===== src/sv/uv_sphere_mesh_point_core_defines.svh =====
// ---------------------------------------------------------------------------
// Assertion macros for the UV sphere mesh point core
// ---------------------------------------------------------------------------
`ifndef UV_SPHERE_MESH_POINT_CORE_DEFINES_SVH
`define UV_SPHERE_MESH_POINT_CORE_DEFINES_SVH

// Same-cycle implication, checked on every rising edge outside reset.
`define USMP_ASSERT_NOW(label, ante, cons, msg) \
  label: assert property (@(posedge clk) disable iff (rst) (ante) |-> (cons)) \
    else $error(msg);

// Next-cycle implication.
`define USMP_ASSERT_NEXT(label, ante, cons, msg) \
  label: assert property (@(posedge clk) disable iff (rst) (ante) |=> (cons)) \
    else $error(msg);

`endif


===== src/sv/usmp_pkg.sv =====
// ---------------------------------------------------------------------------
// usmp_pkg
// Shared types and constants of the UV sphere mesh point core.
// ---------------------------------------------------------------------------
package usmp_pkg;

  localparam int unsigned MAX_DIVISIONS = 255;
  localparam int unsigned MIN_SECTORS   = 3;
  localparam int unsigned MIN_STACKS    = 2;

  localparam logic [7:0]  SECTOR_RESET = 8'd64;
  localparam logic [7:0]  STACK_RESET  = 8'd32;
  localparam logic [15:0] RADIUS_RESET = 16'd256;

  // Quarter-wave sine polynomial coefficients
  localparam logic [15:0] SIN_A = 16'd51472;
  localparam logic [14:0] SIN_B = 15'd21024;
  localparam logic [11:0] SIN_C = 12'd2320;

  // Phase offset of a quarter turn (cosine from sine)
  localparam logic [15:0] QUARTER_TURN = 16'd16384;

  localparam int unsigned SINE_LATENCY = 4;

  typedef enum logic [1:0] {
    REG_SECTOR_COUNT = 2'd0,
    REG_STACK_COUNT  = 2'd1,
    REG_SPHERE_RADIUS = 2'd2,
    REG_UNUSED       = 2'd3
  } reg_index_t;

  typedef enum logic {
    KIND_VERTEX   = 1'b0,
    KIND_TRIANGLE = 1'b1
  } item_kind_t;

  // Side data traveling next to the sine pipelines
  typedef struct packed {
    logic        vld;
    logic        err;
    logic        has_upper;
    logic        has_lower;
    logic [15:0] k1;
  } side_t;

  function automatic logic [7:0] clamp_count(input logic [7:0] v, input logic [7:0] lo);
    logic [7:0] r;
    r = v;
    if (r < lo) r = lo;
    if (32'(r) > MAX_DIVISIONS) r = 8'(MAX_DIVISIONS);
    return r;
  endfunction

endpackage


===== src/sv/usmp_sine.sv =====
// ---------------------------------------------------------------------------
// usmp_sine
// Four-stage sine of a 16-bit phase: Q15 magnitude and sign flag.
// ---------------------------------------------------------------------------
module usmp_sine
  import usmp_pkg::*;
(
  input  logic        clk,
  input  logic        en,
  input  logic [15:0] phase,
  output logic [16:0] mag,
  output logic        neg
);

  logic [15:0] x_in;
  logic [31:0] sq;
  logic [15:0] x_a, x_b, x_c;
  logic [15:0] x2_a, x2_b;
  logic        h_a, h_b, h_c;
  logic [14:0] t_b;
  logic [27:0] ct_prod;
  logic [30:0] xt_prod;
  logic [15:0] u_c;
  logic [31:0] xu_prod;
  logic [16:0] mag_d;

  always_comb begin
    x_in = {phase[13:0], 1'b0};
    if (phase[14]) x_in = 16'd32768 - x_in;
  end

  assign sq      = x_in * x_in;
  assign ct_prod = SIN_C * x2_a;
  assign xt_prod = x2_b * t_b;
  assign xu_prod = x_c * u_c;
  assign mag_d   = xu_prod[31:15];

  always_ff @(posedge clk) begin
    if (en) begin
      x_a  <= x_in;
      x2_a <= sq[30:15];
      h_a  <= phase[15];
      x_b  <= x_a;
      x2_b <= x2_a;
      h_b  <= h_a;
      t_b  <= SIN_B - 15'(ct_prod[27:15]);
      x_c  <= x_b;
      h_c  <= h_b;
      u_c  <= SIN_A - xt_prod[30:15];
      mag  <= mag_d;
      neg  <= h_c && (mag_d != '0);
    end
  end

endmodule


===== config.mk =====
export PLATFORM = sky130hd
export DESIGN_NAME = usmp_sine
export DESIGN_NICKNAME = d
export VERILOG_FILES = /design/src/sv/uv_sphere_mesh_point_core_defines.svh /design/src/sv/usmp_pkg.sv /design/src/sv/usmp_sine.sv
export SDC_FILE = /design/constraint.sdc
export NUM_CORES = 2
export LEC_CHECK = 0
export ABC_AREA = 0
export BUFFER_PORTS_ARGS = -buffer_cell sky130_fd_sc_hd__buf_2
export CAP_MARGIN = 10
export CORE_MARGIN = 2
export CORE_UTILIZATION = 45
export CTS_CLUSTER_DIAMETER = 200
export DETAILED_ROUTE_END_ITERATION = 10
export GPL_ROUTABILITY_DRIVEN = 0
export PLACE_DENSITY = 0.72
export SYNTH_ARGS = -nofsm -noshare
export SYNTH_HDL_FRONTEND = slang
export SYNTH_SLANG_ARGS = --single-unit

===== constraint.sdc =====
create_clock -name clk -period 25.5 [get_ports clk]
set_input_delay 5.1 -clock clk [delete_from_list [all_inputs] [get_ports clk]]
set_output_delay 5.1 -clock clk [all_outputs]
set_load 0.01 [all_outputs]

; Word-level counts from Yosys, hierarchy flattened
; Cells that the tools add are included.
[op_classes]
n_addsub = 3
mul = 4
muxes = 1
n_reduce_logical = 2
[ops]
columns = operator, n
row1 = 16-bit by 16-bit multiplier with 32-bit output, 1
row2 = 16-bit by 15-bit multiplier with 31-bit output, 1
row3 = 16-bit by 16-bit multiplier with 31-bit output, 1
row4 = "8-bit by 16-bit multiplier with 24-bit output, first input constant", 1
row5 = 17-bit nonzero test, 1
row6 = 16-bit 2-to-1 mux, 1
row7 = "16-bit by 15-bit subtractor with 16-bit output, first input constant", 1
row8 = "16-bit subtractor, first input constant", 1
row9 = "15-bit by 13-bit subtractor with 15-bit output, first input constant", 1
row10 = 1-bit logical AND, 1
[totals]
register_bits = 132
output_inout_bits = 18

; Depth between registers and ports, before layout
[logic_depth]
depth_word = 3
depth_mapped = 32
depth_no_buf = 30

; Least setup slack after synthesis
; OpenSTA, ideal clock, no wires.
[synth_timing]
path_kind = input to register
start = input port phase[0]
end = register x2_a[13] (data pin)
arrival_ns = 12.727
t_required_ns = 25.242
path_slack_ns = 12.515
path_stages = 29
path_buffers = 1
cell_sequence = clkbuf_1 -> inv_1 -> ha_1 -> nand2b_1 -> or4_1 -> nand2b_1 -> or3_1 -> nand2_1 -> xor2_1 -> clkinv_1 -> nand2_1 -> fa_1 -> fa_1 -> inv_1 -> fa_1 -> fa_1 -> fa_1 -> inv_1 -> fa_1 -> inv_1 -> ha_1 -> and3_1 -> a221o_1 -> a41oi_1 -> a211oi_1 -> o311a_1 -> o21ai_1 -> nor2b_1 -> xnor2_1
[synth_between]
elab_chain_cells = 3
[synth_lines]
columns = element, line
row1 = from (decl), usmp_sine.sv:10  ; input logic [15:0] phase,
row2 = 16-bit by 15-bit subtractor with 16-bit output, usmp_sine.sv:29  ; if (phase[14]) x_in = 16'd32768 - x_in;
row3 = 16-bit 2-to-1 mux, usmp_sine.sv:29
row4 = named net x_in[13], usmp_sine.sv:15  ; logic [15:0] x_in;
row5 = 16-bit by 16-bit multiplier with 31-bit output, usmp_sine.sv:32  ; assign sq = x_in * x_in;
row6 = named net sq[28], usmp_sine.sv:16  ; logic [31:0] sq;
row7 = to (signal assigned), usmp_sine.sv:41  ; x2_a <= sq[30:15];
row8 = to (decl), usmp_sine.sv:18  ; logic [15:0] x2_a, x2_b;
; The timed path passes the listed nets, and every way through them passes these cells.
; A chain may end at the register's enable or synchronous reset.

; Worst setup path after layout
[layout_timing]
start = input port phase[0]
end = register x2_a[14] (data pin)
; Same word-level chain as after synthesis.

==> impl_metrics.py <==
metrics = {
    "status": {
        "outcome": "finished, final reports clean",
    },
    "floorplan": {
        "placementRows": 90,
        "core-area_um2": 60250,
        "die_w_um": 250.7,
        "start_util": 0.4548,
        "ioPinCount": 36,
        "chipHeight_um": 250.7,
        "die-area_um2": 62870,
    },
    "cts": {
        "clk_pin_slew_ns": 0.06,
        "cts_buffer_depth": 2,
        "cts-htree-levels": 4,
        "holdBufCountCts": 0,
        "clk-insertion-delay-late_ns": 0.47,
        "post_cts_resized": 0,
        "cts.sinks": 129,
        "cts_tree": "yes",
        "numCtsBuffers": 17,
        "post-cts-setup-buffers": 0,
        "cts-root-buf": "clkbuf_16",
    },
    "logic_synthesis": {
        "synthArstFlopShare": 0,
        "synth-seq-cells": 129,
        "synthCells": 2842,
        "ys_types": 75,
        "synth_edf_count": 129,
        "synthesis.area_um2": 27400,
        "synth_ff_type": "edfxtp_1",
        "ys_warn_count": 0,
        "syn_area_per_cell_um2": 9.640,
        "yosysSeqAreaShare": 0.1414,
    },
    "place": {
        "port_buffers": 35,
        "place_hpwl_mm": 45.95,
    },
    "global_route": {
        "grt_pass1_wl_mm": 97.61,
        "grt_max_degree": 80,
        "grt_overflow": 0,
        "grt.total_usage": 0.1947,
        "grt_pass1_vias": 19730,
        "grt_antenna_before_repair": 2,
    },
    "job": {
        "maxCapViolCount": 0,
    },
    "cells_and_area": {
        "layout_common_cells": "inv_1, fa_1, ha_1, nand2_1, and2_1",
        "drive_above_1_share": 0.03306,
        "mostFrequentLayoutCell": "inv_1",
        "finalNetCount": 3696,
        "area_delta_synth_final_pct": 5.562,
        "num-fill-cells": 5495,
    },
    "routing": {
        "drt_pass1_iterations": 5,
        "viasPerCell": 5.122,
        "drc": 0,
        "via_count": 18570,
        "drt_iter0_drc": 1054,
        "final_antenna_net_count": 0,
        "routed_wl_mm": 57.29,
        "wl_per_cell_um": 15.80,
    },
    "timing": {
        "min_period_ns": 13.45,
        "hold_viol": 0,
        "finalCritPeriodShare": 0.5273,
        "setup_tns_ns": 0,
        "final.setup_skew_ns": 0.01710,
        "setup_viol_count_final": 0,
        "final_max_slew_viol_count": 0,
        "rsz0062_at_grt": "false",
        "clock.fmax_mhz": 74.38,
        "worstMarginPinSlew_ns": 1.027,
        "slew_headroom": 0.3103,
    },
    "worst_setup_path": {
        "worstSetupPathType": "input port to flip-flop",
        "crit_fanout": 10,
        "max_stage_delay_ns": 0.54,
        "cp-start-kind": "input port",
        "crit_slowest_cell": "fa_1",
        "arrival_ns": 13.65,
        "end_kind": "flip-flop",
        "crit_top_cell": "fa_1",
        "crit_required_ns": 25.71,
    },
    "hold_path": {
        "hp-class": "flip-flop to flip-flop",
    },
}
==> cell type report <==
cell class | instances | area [µm²] | share of cell area
timing repair buffer | 42 | 234.0 | 0.008090
tap | 782 | 978.4 | 0.03383
sequential | 129 | 3874 | 0.1339
multi-input combinational | 1975 | 20750 | 0.7175
clock buffer | 18 | 429.2 | 0.01484
antenna | 1 | 2.502 | 0.00008652
inverter | 665 | 2496 | 0.08631
clock inverter | 14 | 155.1 | 0.005364
==> registers in the layout (all words and copies together) (netlist names) <==
name	cells
mag	17
u_c	16
x2_a	16
x2_b	16
t_b	15
x_a	15
x_b	15
x_c	15
h_a	1
h_b	1
h_c	1
neg	1
==> stage by stage <==
stage                     utilization  hold WS [ns]  worst slack [ns]  instance area, µm²  instances
after detailed placement       0.4703        0.4045             11.55               28330       3593
final                          0.4801        0.4153             12.06               28920       3626
after CTS                      0.4800        0.4192             12.07               28920       3625
after floorplan                     -        0.4003             12.52               27420       2849
after global routing           0.4801        0.4248             11.48               28920       3626
after global placement         0.4703        0.4014             11.77               28330       3593
==> routing by layer <==
| metal | part of all wire | routed length, µm | global-route usage |
|---|---|---|---|
| met4 | 0.027 | 1551 | 0.06228 |
| met1 | 0.44 | 25340 | 0.2583 |
| met3 | 0.054 | 3074 | 0.03262 |
| met2 | 0.48 | 27330 | 0.3266 |
| met5 | 0 | 0 | 0 |
==> cells by family after synthesis <==
| kind of cell | Yosys count | share of synthesized area |
|---|---|---|
| flip-flops | 129 | 0.1414 |
| buffers and inverters | 745 | 0.1021 |
| multiplexers | 6 | 0.002283 |
| XOR/XNOR | 97 | 0.03101 |
| AO/OA/AOI/OAI | 204 | 0.05215 |
| adder cells (fa/ha/maj) | 848 | 0.5243 |
| other | 2 | 0.0002741 |
| AND/OR/NAND/NOR | 811 | 0.1465 |
==> worst paths after layout <==
| kind | startpoint | slack (ns) | depth (start not counted) | endpoint |
|---|---|---|---|---|
| max reg2reg | x_c[12] | 17.19 | 23 | neg |
| min reg2reg | x_b[6] | 0.42 | 0 | x_c[6] |
| max | phase[0] | 12.06 | 29 | x2_a[14] |
| min | x_b[6] | 0.42 | 0 | x_c[6] |
==> cell usage after synthesis (all sizes together) (7+ instances only) <==
cell type / number / area (µm²)
fa: 500 / 10010
nor2: 92 / 347.8
or2: 7 / 43.80
nand2: 332 / 1246
and3: 10 / 62.56
edfxtp: 129 / 3874
nor3: 17 / 90.09
clkbuf: 75 / 281.5
a21oi: 54 / 281.5
a21o: 27 / 202.7
o31ai: 8 / 60.06
inv: 660 / 2477
ha: 348 / 4354
nand3: 19 / 95.09
nor4: 10 / 62.56
xor2: 38 / 332.8
o21a: 8 / 60.06
nor2b: 7 / 43.79
or3: 14 / 87.58
nand4: 12 / 75.07
and2: 263 / 1648
o21ai: 36 / 180.2
a31oi: 8 / 50.05
nand2b: 7 / 43.79
xnor2: 59 / 516.8
==> critical path: cells and delay by family <==
kind,cells,cell delay [ns]
buf+inv,6,1.01
simple gates,7,1.62
fa+ha+maj,8,3.48
xor+xnor,2,0.66
compound gates,6,1.78
Power is not shown: default switching activity piles up to over one toggle a cycle in this logic, so the estimate is an artifact.
