## src/sv/uv_sphere_mesh_point_core_defines.svh

```systemverilog
// ---------------------------------------------------------------------------
// Assertion macros for the UV sphere mesh point core
// ---------------------------------------------------------------------------
`ifndef UV_SPHERE_MESH_POINT_CORE_DEFINES_SVH
`define UV_SPHERE_MESH_POINT_CORE_DEFINES_SVH

// Same-cycle implication, checked on every rising edge outside reset.
`define USMP_ASSERT_NOW(label, ante, cons, msg) \
  label: assert property (@(posedge clk) disable iff (rst) (ante) |-> (cons)) \
    else $error(msg);

// Next-cycle implication.
`define USMP_ASSERT_NEXT(label, ante, cons, msg) \
  label: assert property (@(posedge clk) disable iff (rst) (ante) |=> (cons)) \
    else $error(msg);

`endif

```

## src/sv/usmp_pkg.sv

```systemverilog
// ---------------------------------------------------------------------------
// usmp_pkg
// Shared types and constants of the UV sphere mesh point core.
// ---------------------------------------------------------------------------
package usmp_pkg;

  localparam int unsigned MAX_DIVISIONS = 255;
  localparam int unsigned MIN_SECTORS   = 3;
  localparam int unsigned MIN_STACKS    = 2;

  localparam logic [7:0]  SECTOR_RESET = 8'd64;
  localparam logic [7:0]  STACK_RESET  = 8'd32;
  localparam logic [15:0] RADIUS_RESET = 16'd256;

  // Quarter-wave sine polynomial coefficients
  localparam logic [15:0] SIN_A = 16'd51472;
  localparam logic [14:0] SIN_B = 15'd21024;
  localparam logic [11:0] SIN_C = 12'd2320;

  // Phase offset of a quarter turn (cosine from sine)
  localparam logic [15:0] QUARTER_TURN = 16'd16384;

  localparam int unsigned SINE_LATENCY = 4;

  typedef enum logic [1:0] {
    REG_SECTOR_COUNT = 2'd0,
    REG_STACK_COUNT  = 2'd1,
    REG_SPHERE_RADIUS = 2'd2,
    REG_UNUSED       = 2'd3
  } reg_index_t;

  typedef enum logic {
    KIND_VERTEX   = 1'b0,
    KIND_TRIANGLE = 1'b1
  } item_kind_t;

  // Side data traveling next to the sine pipelines
  typedef struct packed {
    logic        vld;
    logic        err;
    logic        has_upper;
    logic        has_lower;
    logic [15:0] k1;
  } side_t;

  function automatic logic [7:0] clamp_count(input logic [7:0] v, input logic [7:0] lo);
    logic [7:0] r;
    r = v;
    if (r < lo) r = lo;
    if (32'(r) > MAX_DIVISIONS) r = 8'(MAX_DIVISIONS);
    return r;
  endfunction

endpackage

```

## src/sv/usmp_recip.sv

```systemverilog
// ---------------------------------------------------------------------------
// usmp_recip
// Bit-serial reciprocal: recip = floor(2^32 / divisor), one quotient bit
// per cycle.
// ---------------------------------------------------------------------------
module usmp_recip
  import usmp_pkg::*;
(
  input  logic        clk,
  input  logic        rst,
  input  logic        start,
  input  logic [7:0]  divisor,
  output logic        busy,
  output logic [31:0] recip
);

  logic [7:0]  dvs;
  logic [8:0]  rem;
  logic [5:0]  cnt;
  logic [9:0]  rem_shift;
  logic        qbit;

  // The dividend is a single one followed by 32 zeros.
  assign rem_shift = {rem, (cnt == 6'd0)};
  assign qbit      = (rem_shift >= {2'b00, dvs});

  always_ff @(posedge clk) begin
    if (rst) begin
      busy <= 1'b0;
      cnt  <= '0;
    end else if (start) begin
      busy <= 1'b1;
      cnt  <= '0;
    end else if (busy) begin
      cnt <= cnt + 6'd1;
      if (cnt == 6'd32) busy <= 1'b0;
    end
  end

  always_ff @(posedge clk) begin
    if (start) begin
      dvs <= divisor;
      rem <= '0;
    end else if (busy) begin
      rem   <= qbit ? 9'(rem_shift - {2'b00, dvs}) : rem_shift[8:0];
      recip <= {recip[30:0], qbit};
    end
  end

endmodule

```

## config.mk

```make
export PLATFORM = sky130hd
export DESIGN_NAME = usmp_recip
export DESIGN_NICKNAME = d
export VERILOG_FILES = /design/src/sv/uv_sphere_mesh_point_core_defines.svh /design/src/sv/usmp_pkg.sv /design/src/sv/usmp_recip.sv
export SDC_FILE = /design/constraint.sdc
export NUM_CORES = 1
export LEC_CHECK = 0
export BUFFER_PORTS_ARGS = -buffer_cell sky130_fd_sc_hd__buf_4
export CORE_ASPECT_RATIO = 1.1
export CORE_MARGIN = 2
export CORE_UTILIZATION = 36
export DETAILED_ROUTE_END_ITERATION = 10
export GPL_TIMING_DRIVEN = 0
export PLACE_DENSITY = 0.57
export SLEW_MARGIN = 20
export SYNTH_ARGS = -nofsm -noshare
export SYNTH_HDL_FRONTEND = slang
export SYNTH_SLANG_ARGS = --single-unit
```

## constraint.sdc

```tcl
create_clock -name clk -period 7.7 [get_ports clk]
set_input_delay 1.54 -clock clk [delete_from_list [all_inputs] [get_ports clk]]
set_output_delay 1.54 -clock clk [all_outputs]
set_load 0.05 [all_outputs]
```

=== Word-level counts from Yosys, hierarchy flattened ===
Cells that the tools add are included.
W data, S select, Z words.

* Memories kept: 0
* Bits of input ports: 11
* Register bits: 56
* Memory bits (read-only): 0
* Latch bits: 0
* Memory bits (writable): 0
* Output and inout port bits: 33
* Logic and storage cells: 17

* Equality and inequality tests: 1
* $mul: 0
* Bitwise gates (word level): 1
* $add $sub $neg: 2
* Div/mod/pow operators: 0
* $lt $le $gt $ge: 1
* Mux-type cells: 4
* Shift operators: 0
* Reductions and logical operators: 3

{| class="wikitable"
|+ Operators with widths
! kind !! number
|-
| $ge A10 B8 Y1 || 1
|-
| $mux W9 || 1
|-
| $sub A9 B8 Y9 || 1
|-
| $add A6 B1 Y6 const B || 1
|-
| $eq A6 B6 Y1 const B || 1
|-
| $logic_not A6 Y1 || 1
|-
| $mux W1 || 3
|-
| $reduce_and A2 Y1 || 1
|-
| $reduce_or A2 Y1 || 1
|-
| $not A1 Y1 || 1
|}

=== Logic depth before layout (Yosys ltp) ===
* Depth after elaboration: 4
* Mapped depth: 13
* Gate-level depth less buffers: 12

=== Worst setup path after synthesis ===
OpenSTA, ideal clock, no wires.

* Path type: input port to flip-flop
* Start: input start
* End: register recip[0] (enable)
* Library setup time: 0.389 ns
* Arrival: 2.448 ns
* Stages on the path: 2
* Path buffers: 0
* Setup slack: 4.863 ns
* Required time: 7.311 ns
* Cells stage by stage: nand2b_1 -> inv_1

* Longest elaborated chain between the ends: 2

{| class="wikitable"
|+ RTL lines
! what !! RTL line !! RTL
|-
| from (decl) || usmp_recip.sv:11 || <nowiki>input logic start,</nowiki>
|-
| $not A1 Y1 (no source line) || n/a ||
|-
| $reduce_and A2 Y1 (no source line) || n/a ||
|-
| to (signal assigned) || usmp_recip.sv:46 || <nowiki>recip <= {recip[30:0], qbit};</nowiki>
|-
| to (decl) || usmp_recip.sv:14 || <nowiki>output logic [31:0] recip</nowiki>
|}

Every way passes these cells.
A chain may end at the register's enable or synchronous reset.

=== Worst setup path in the final report ===
* Start: register cnt[0]
* End: register rem[4]

* Longest elaborated chain between the ends: 3
* Elaborated cells between the ends (all ways): 4
* Classes of those cells: add/sub (1); order compare (1); mux (1); reduce/logical (1)

{| class="wikitable"
|+ RTL lines
! what !! RTL line !! RTL
|-
| from (decl) || usmp_recip.sv:19 || <nowiki>logic [5:0] cnt;</nowiki>
|-
| from (signal assigned) || usmp_recip.sv:35 || <nowiki>cnt <= cnt + 6'd1;</nowiki>
|-
| $logic_not A6 Y1 * || usmp_recip.sv:24 || <nowiki>assign rem_shift = {rem, (cnt == 6'd0)};</nowiki>
|-
| $sub A9 B8 Y9 / $ge A10 B8 Y1 (equally long branches) || usmp_recip.sv:45, usmp_recip.sv:25 ||
|-
| $mux W9 * || usmp_recip.sv:45 || <nowiki>rem <= qbit ? 9'(rem_shift - {2'b00, dvs}) : rem_shift[8:0];</nowiki>
|-
| to (signal assigned) || usmp_recip.sv:45 ||
|-
| to (decl) || usmp_recip.sv:18 || <nowiki>logic [8:0] rem;</nowiki>
|}

Every way passes the cells marked *; elsewhere a longest branch is shown, timed or not.

==> impl_metrics.csv <==
group,metric,value,unit
yosys,ys_seq_elements,56,
die,initial_core_util,36.6,%
yosys,synthSimpleGateAreaFrac,9.71,%
route,routed_wirelength,4190,um
clock_network,cts_setup_buffers,0,
min_path,hp-start,"recip[5]$_DFFE_PP_",
global_route,grt_pass1_wl,6730,um
worst_setup_path,r2r-end,"rem[4]$_SDFFE_PP0P_",
timing,fin_ws,4.96,ns
yosys,ys_warn_count,0,
yosys,synth_compound_area_share,10.5,%
timing,tightest_slew,0.709,ns
yosys,avgSynthCellArea,13.3,sq um
global_route,antenna_found_initial,0,
yosys,synth_top_family_by_area,"compound AO/OA/AOI/OAI gates",
route,wl_per_cell,13.5,um
layout,final_common_cell,"buf_4",
placement,dp_slack,4.72,ns
route,antenna_left,0,
route,vias,1506,
die,die_y,89.1,um
timing,relSlewSlack,52.6,%
timing,period_share,35.6,%
placement,hpwl,2980,um
worst_setup_path,critPathRequiredTime,7.90,ns
worst_setup_path,critical_path.startpoint,"cnt[0]$_SDFFE_PP0P_",
yosys,synth_area,2370,sq um
worst_setup_path,reg2regPathDepth,13,
worst_setup_path,worstPathArrival,2.94,ns
clock_network,cts_max_path_buffers,2,
clock_network,cts_tree,"yes",
die,core_area,6480,sq um
die,die-area,7250,sq um
min_path,worstHoldPathCells,0,
worst_setup_path,ff2ff_setup_slack,4.96,ns
global_route,track_usage,12.4,%
clock_network,clock-sinks,56,
timing,setup_violations,0,
clock_network,clk_latency,0.31,ns
clock_network,cts_buffers,5,
status,status,"complete, no violations",
timing,min_period,2.74,ns
global_route,grt_pass1_vias,1416,
timing,fin_hold_ws,0.463,ns
layout,fill_cells,614,
clock_network,cts-root-buf,"clkbuf_8",
yosys,muxShareOfSynthArea,2.96,%
route,via_per_inst,4.84,
clock_network,ctsResizeCount,0,
clock_network,ctsHoldBuffers,0,
timing,fmax,365,MHz
min_path,min_to,"recip[6]$_DFFE_PP_",
layout,syn2layout_area_growth,22.0,%
yosys,synthesis.nets,200,
yosys,seq_area_frac_synth,64.2,%
yosys,ys.flop_type,"edfxtp_1",
layout,instances_no_fill,311,
yosys,synthCells,178,
worst_setup_path,r2r-start,"cnt[0]$_SDFFE_PP0P_",
placement,place_inst,303,
route,drc,0,
min_path,hold_path_class,"flip-flop to flip-flop",
layout,final_area,2890,sq um
timing,slew_violations,0,
job,cap_violations,0,
route,drtIter0Drc,87,
die,io_pins,44,
route,firstDrtPassIters,4,
pwr,peakVddDrop,0.0000842,V
layout,final_cell_mix,"43 x buf_4, 40 x edfxtp_1, 16 x dfxtp_1",
placement,gp_congestion,0.872,
worst_setup_path,critPathLaunchType,"flip-flop",
yosys,async_reset_ff_share,0,%
clock_network,clk_pin_slew_worst_paths,0.10,ns
die,dieWidth,81.4,um
timing,fin_skew,0.00556,ns
yosys,synth_edf_count,40,
layout,drive_gt1_share,27.5,%
clock_network,htreeDepth,2,
pwr,total_leakage_power,1.14,nW
placement,portBuffers,43,
timing,setup_tns,0,ns
timing,hold_violations,0,
pwr,powerDensity,220,nW/um^2
yosys,synth_xor_xnor_area_share,2.96,%
worst_setup_path,worstSetupPathType,"flip-flop to flip-flop",
placement,dpl_cell_area,2800,sq um
layout,final_nets,250,
layout,antenna_cells,0,
global_route,gr-total-overflow,0,
yosys,synthDistinctLibCells,40,
worst_setup_path,crit_path_max_fanout,10,
die,rows,31,
global_route,grt_max_degree,37,
worst_setup_path,end_kind,"flip-flop",
timing,rsz0062_at_grt,"no",
yosys,synth_adder_area_share,6.12,%
worst max-delay path, cell delays in order (launching register included):
cell and delay (ns):
dfxtp_1 0.41, inv_1 0.06, ha_1 0.18, nor4b_1 0.15, nand2b_1 0.10, ha_1 0.16, inv_1 0.05, fa_1 0.40
nand3_1 0.16, a21oi_2 0.10, nor4_4 0.34, buf_6 0.21, mux2i_1 0.23, a211oi_2 0.09
per-layer routing:
metal | vias up | global-route usage (%) | part of all wire, %
li1 | 758 | - | -
met1 | 713 | 16.2 | 46
met2 | 31 | 19.7 | 48
met3 | 4 | 3.43 | 4.4
met4 | 0 | 4.62 | 0.95
met5 | - | 0 | 0
stage by stage:
stage | util (%) | power [W]
after detailed placement | 43.2 | 0.000478
after global placement | 43.2 | 0.000477
after floorplan | - | 0.000446
after global routing | 44.7 | 0.000672
after CTS | 44.7 | 0.000647
final | 44.7 | 0.000638
registers in the layout (all words and copies together) (netlist names):
name   flops
dvs        8
recip     32
cnt        6
busy       1
rem        9
Yosys cell counts, drive strengths merged (4+ instances only):
cell	count	share of area [%]
dfxtp	16	14
ha	10	5.3
a211oi	5	1.8
inv	13	2.1
nor2	14	2.2
edfxtp	40	51
nand2	10	1.6
nand4	5	1.3
a21oi	9	2.2
mux2i	7	3.0
xor2	7	2.6
buf	4	1.4
o21ai	8	1.7
kinds of logic (layout without fill, tap and decap cells):
kind of cell | Yosys count | count (layout)
AO/OA/AOI/OAI | 35 | 35
XOR/XNOR | 8 | 8
adder cells (fa/ha/maj) | 11 | 11
buffers and inverters | 18 | 69
flip-flops | 56 | 56
multiplexers | 7 | 7
AND/OR/NAND/NOR | 43 | 43
area by class of cell:
| class | count | area (sq um) | area share, % |
|---|---|---|---|
| timing repair buffer | 43 | 323 | 11.2 |
| multi-input combinational | 104 | 764 | 26.4 |
| clock buffer | 5 | 68.8 | 2.38 |
| sequential | 56 | 1520 | 52.6 |
| tap | 82 | 103 | 3.55 |
| buffer | 5 | 36.3 | 1.25 |
| clock inverter | 3 | 27.5 | 0.952 |
| inverter | 13 | 48.8 | 1.69 |
report_power, final:
group          total, W  switching [W]  internal (W)  leakage, nW
logic          0.000122      0.0000742     0.0000481        0.590
clock network  0.000168       0.000101     0.0000670       0.0463
registers      0.000347     0.00000922      0.000338        0.505
worst max path at each step:
stage / slack (ns) / end / depth (start not counted)
after floorplan: 4.86 / recip[0]$_DFFE_PP_ / 2
after global placement: 4.29 / rem[7]$_SDFFE_PP0P_ / 5
after detailed placement: 4.72 / recip[15]$_DFFE_PP_ / 3
after CTS: 4.94 / rem[4]$_SDFFE_PP0P_ / 13
after global routing: 4.71 / rem[4]$_SDFFE_PP0P_ / 13
final: 4.96 / rem[4]$_SDFFE_PP0P_ / 13
No activity file was read; power rests on OpenSTA's default activity.
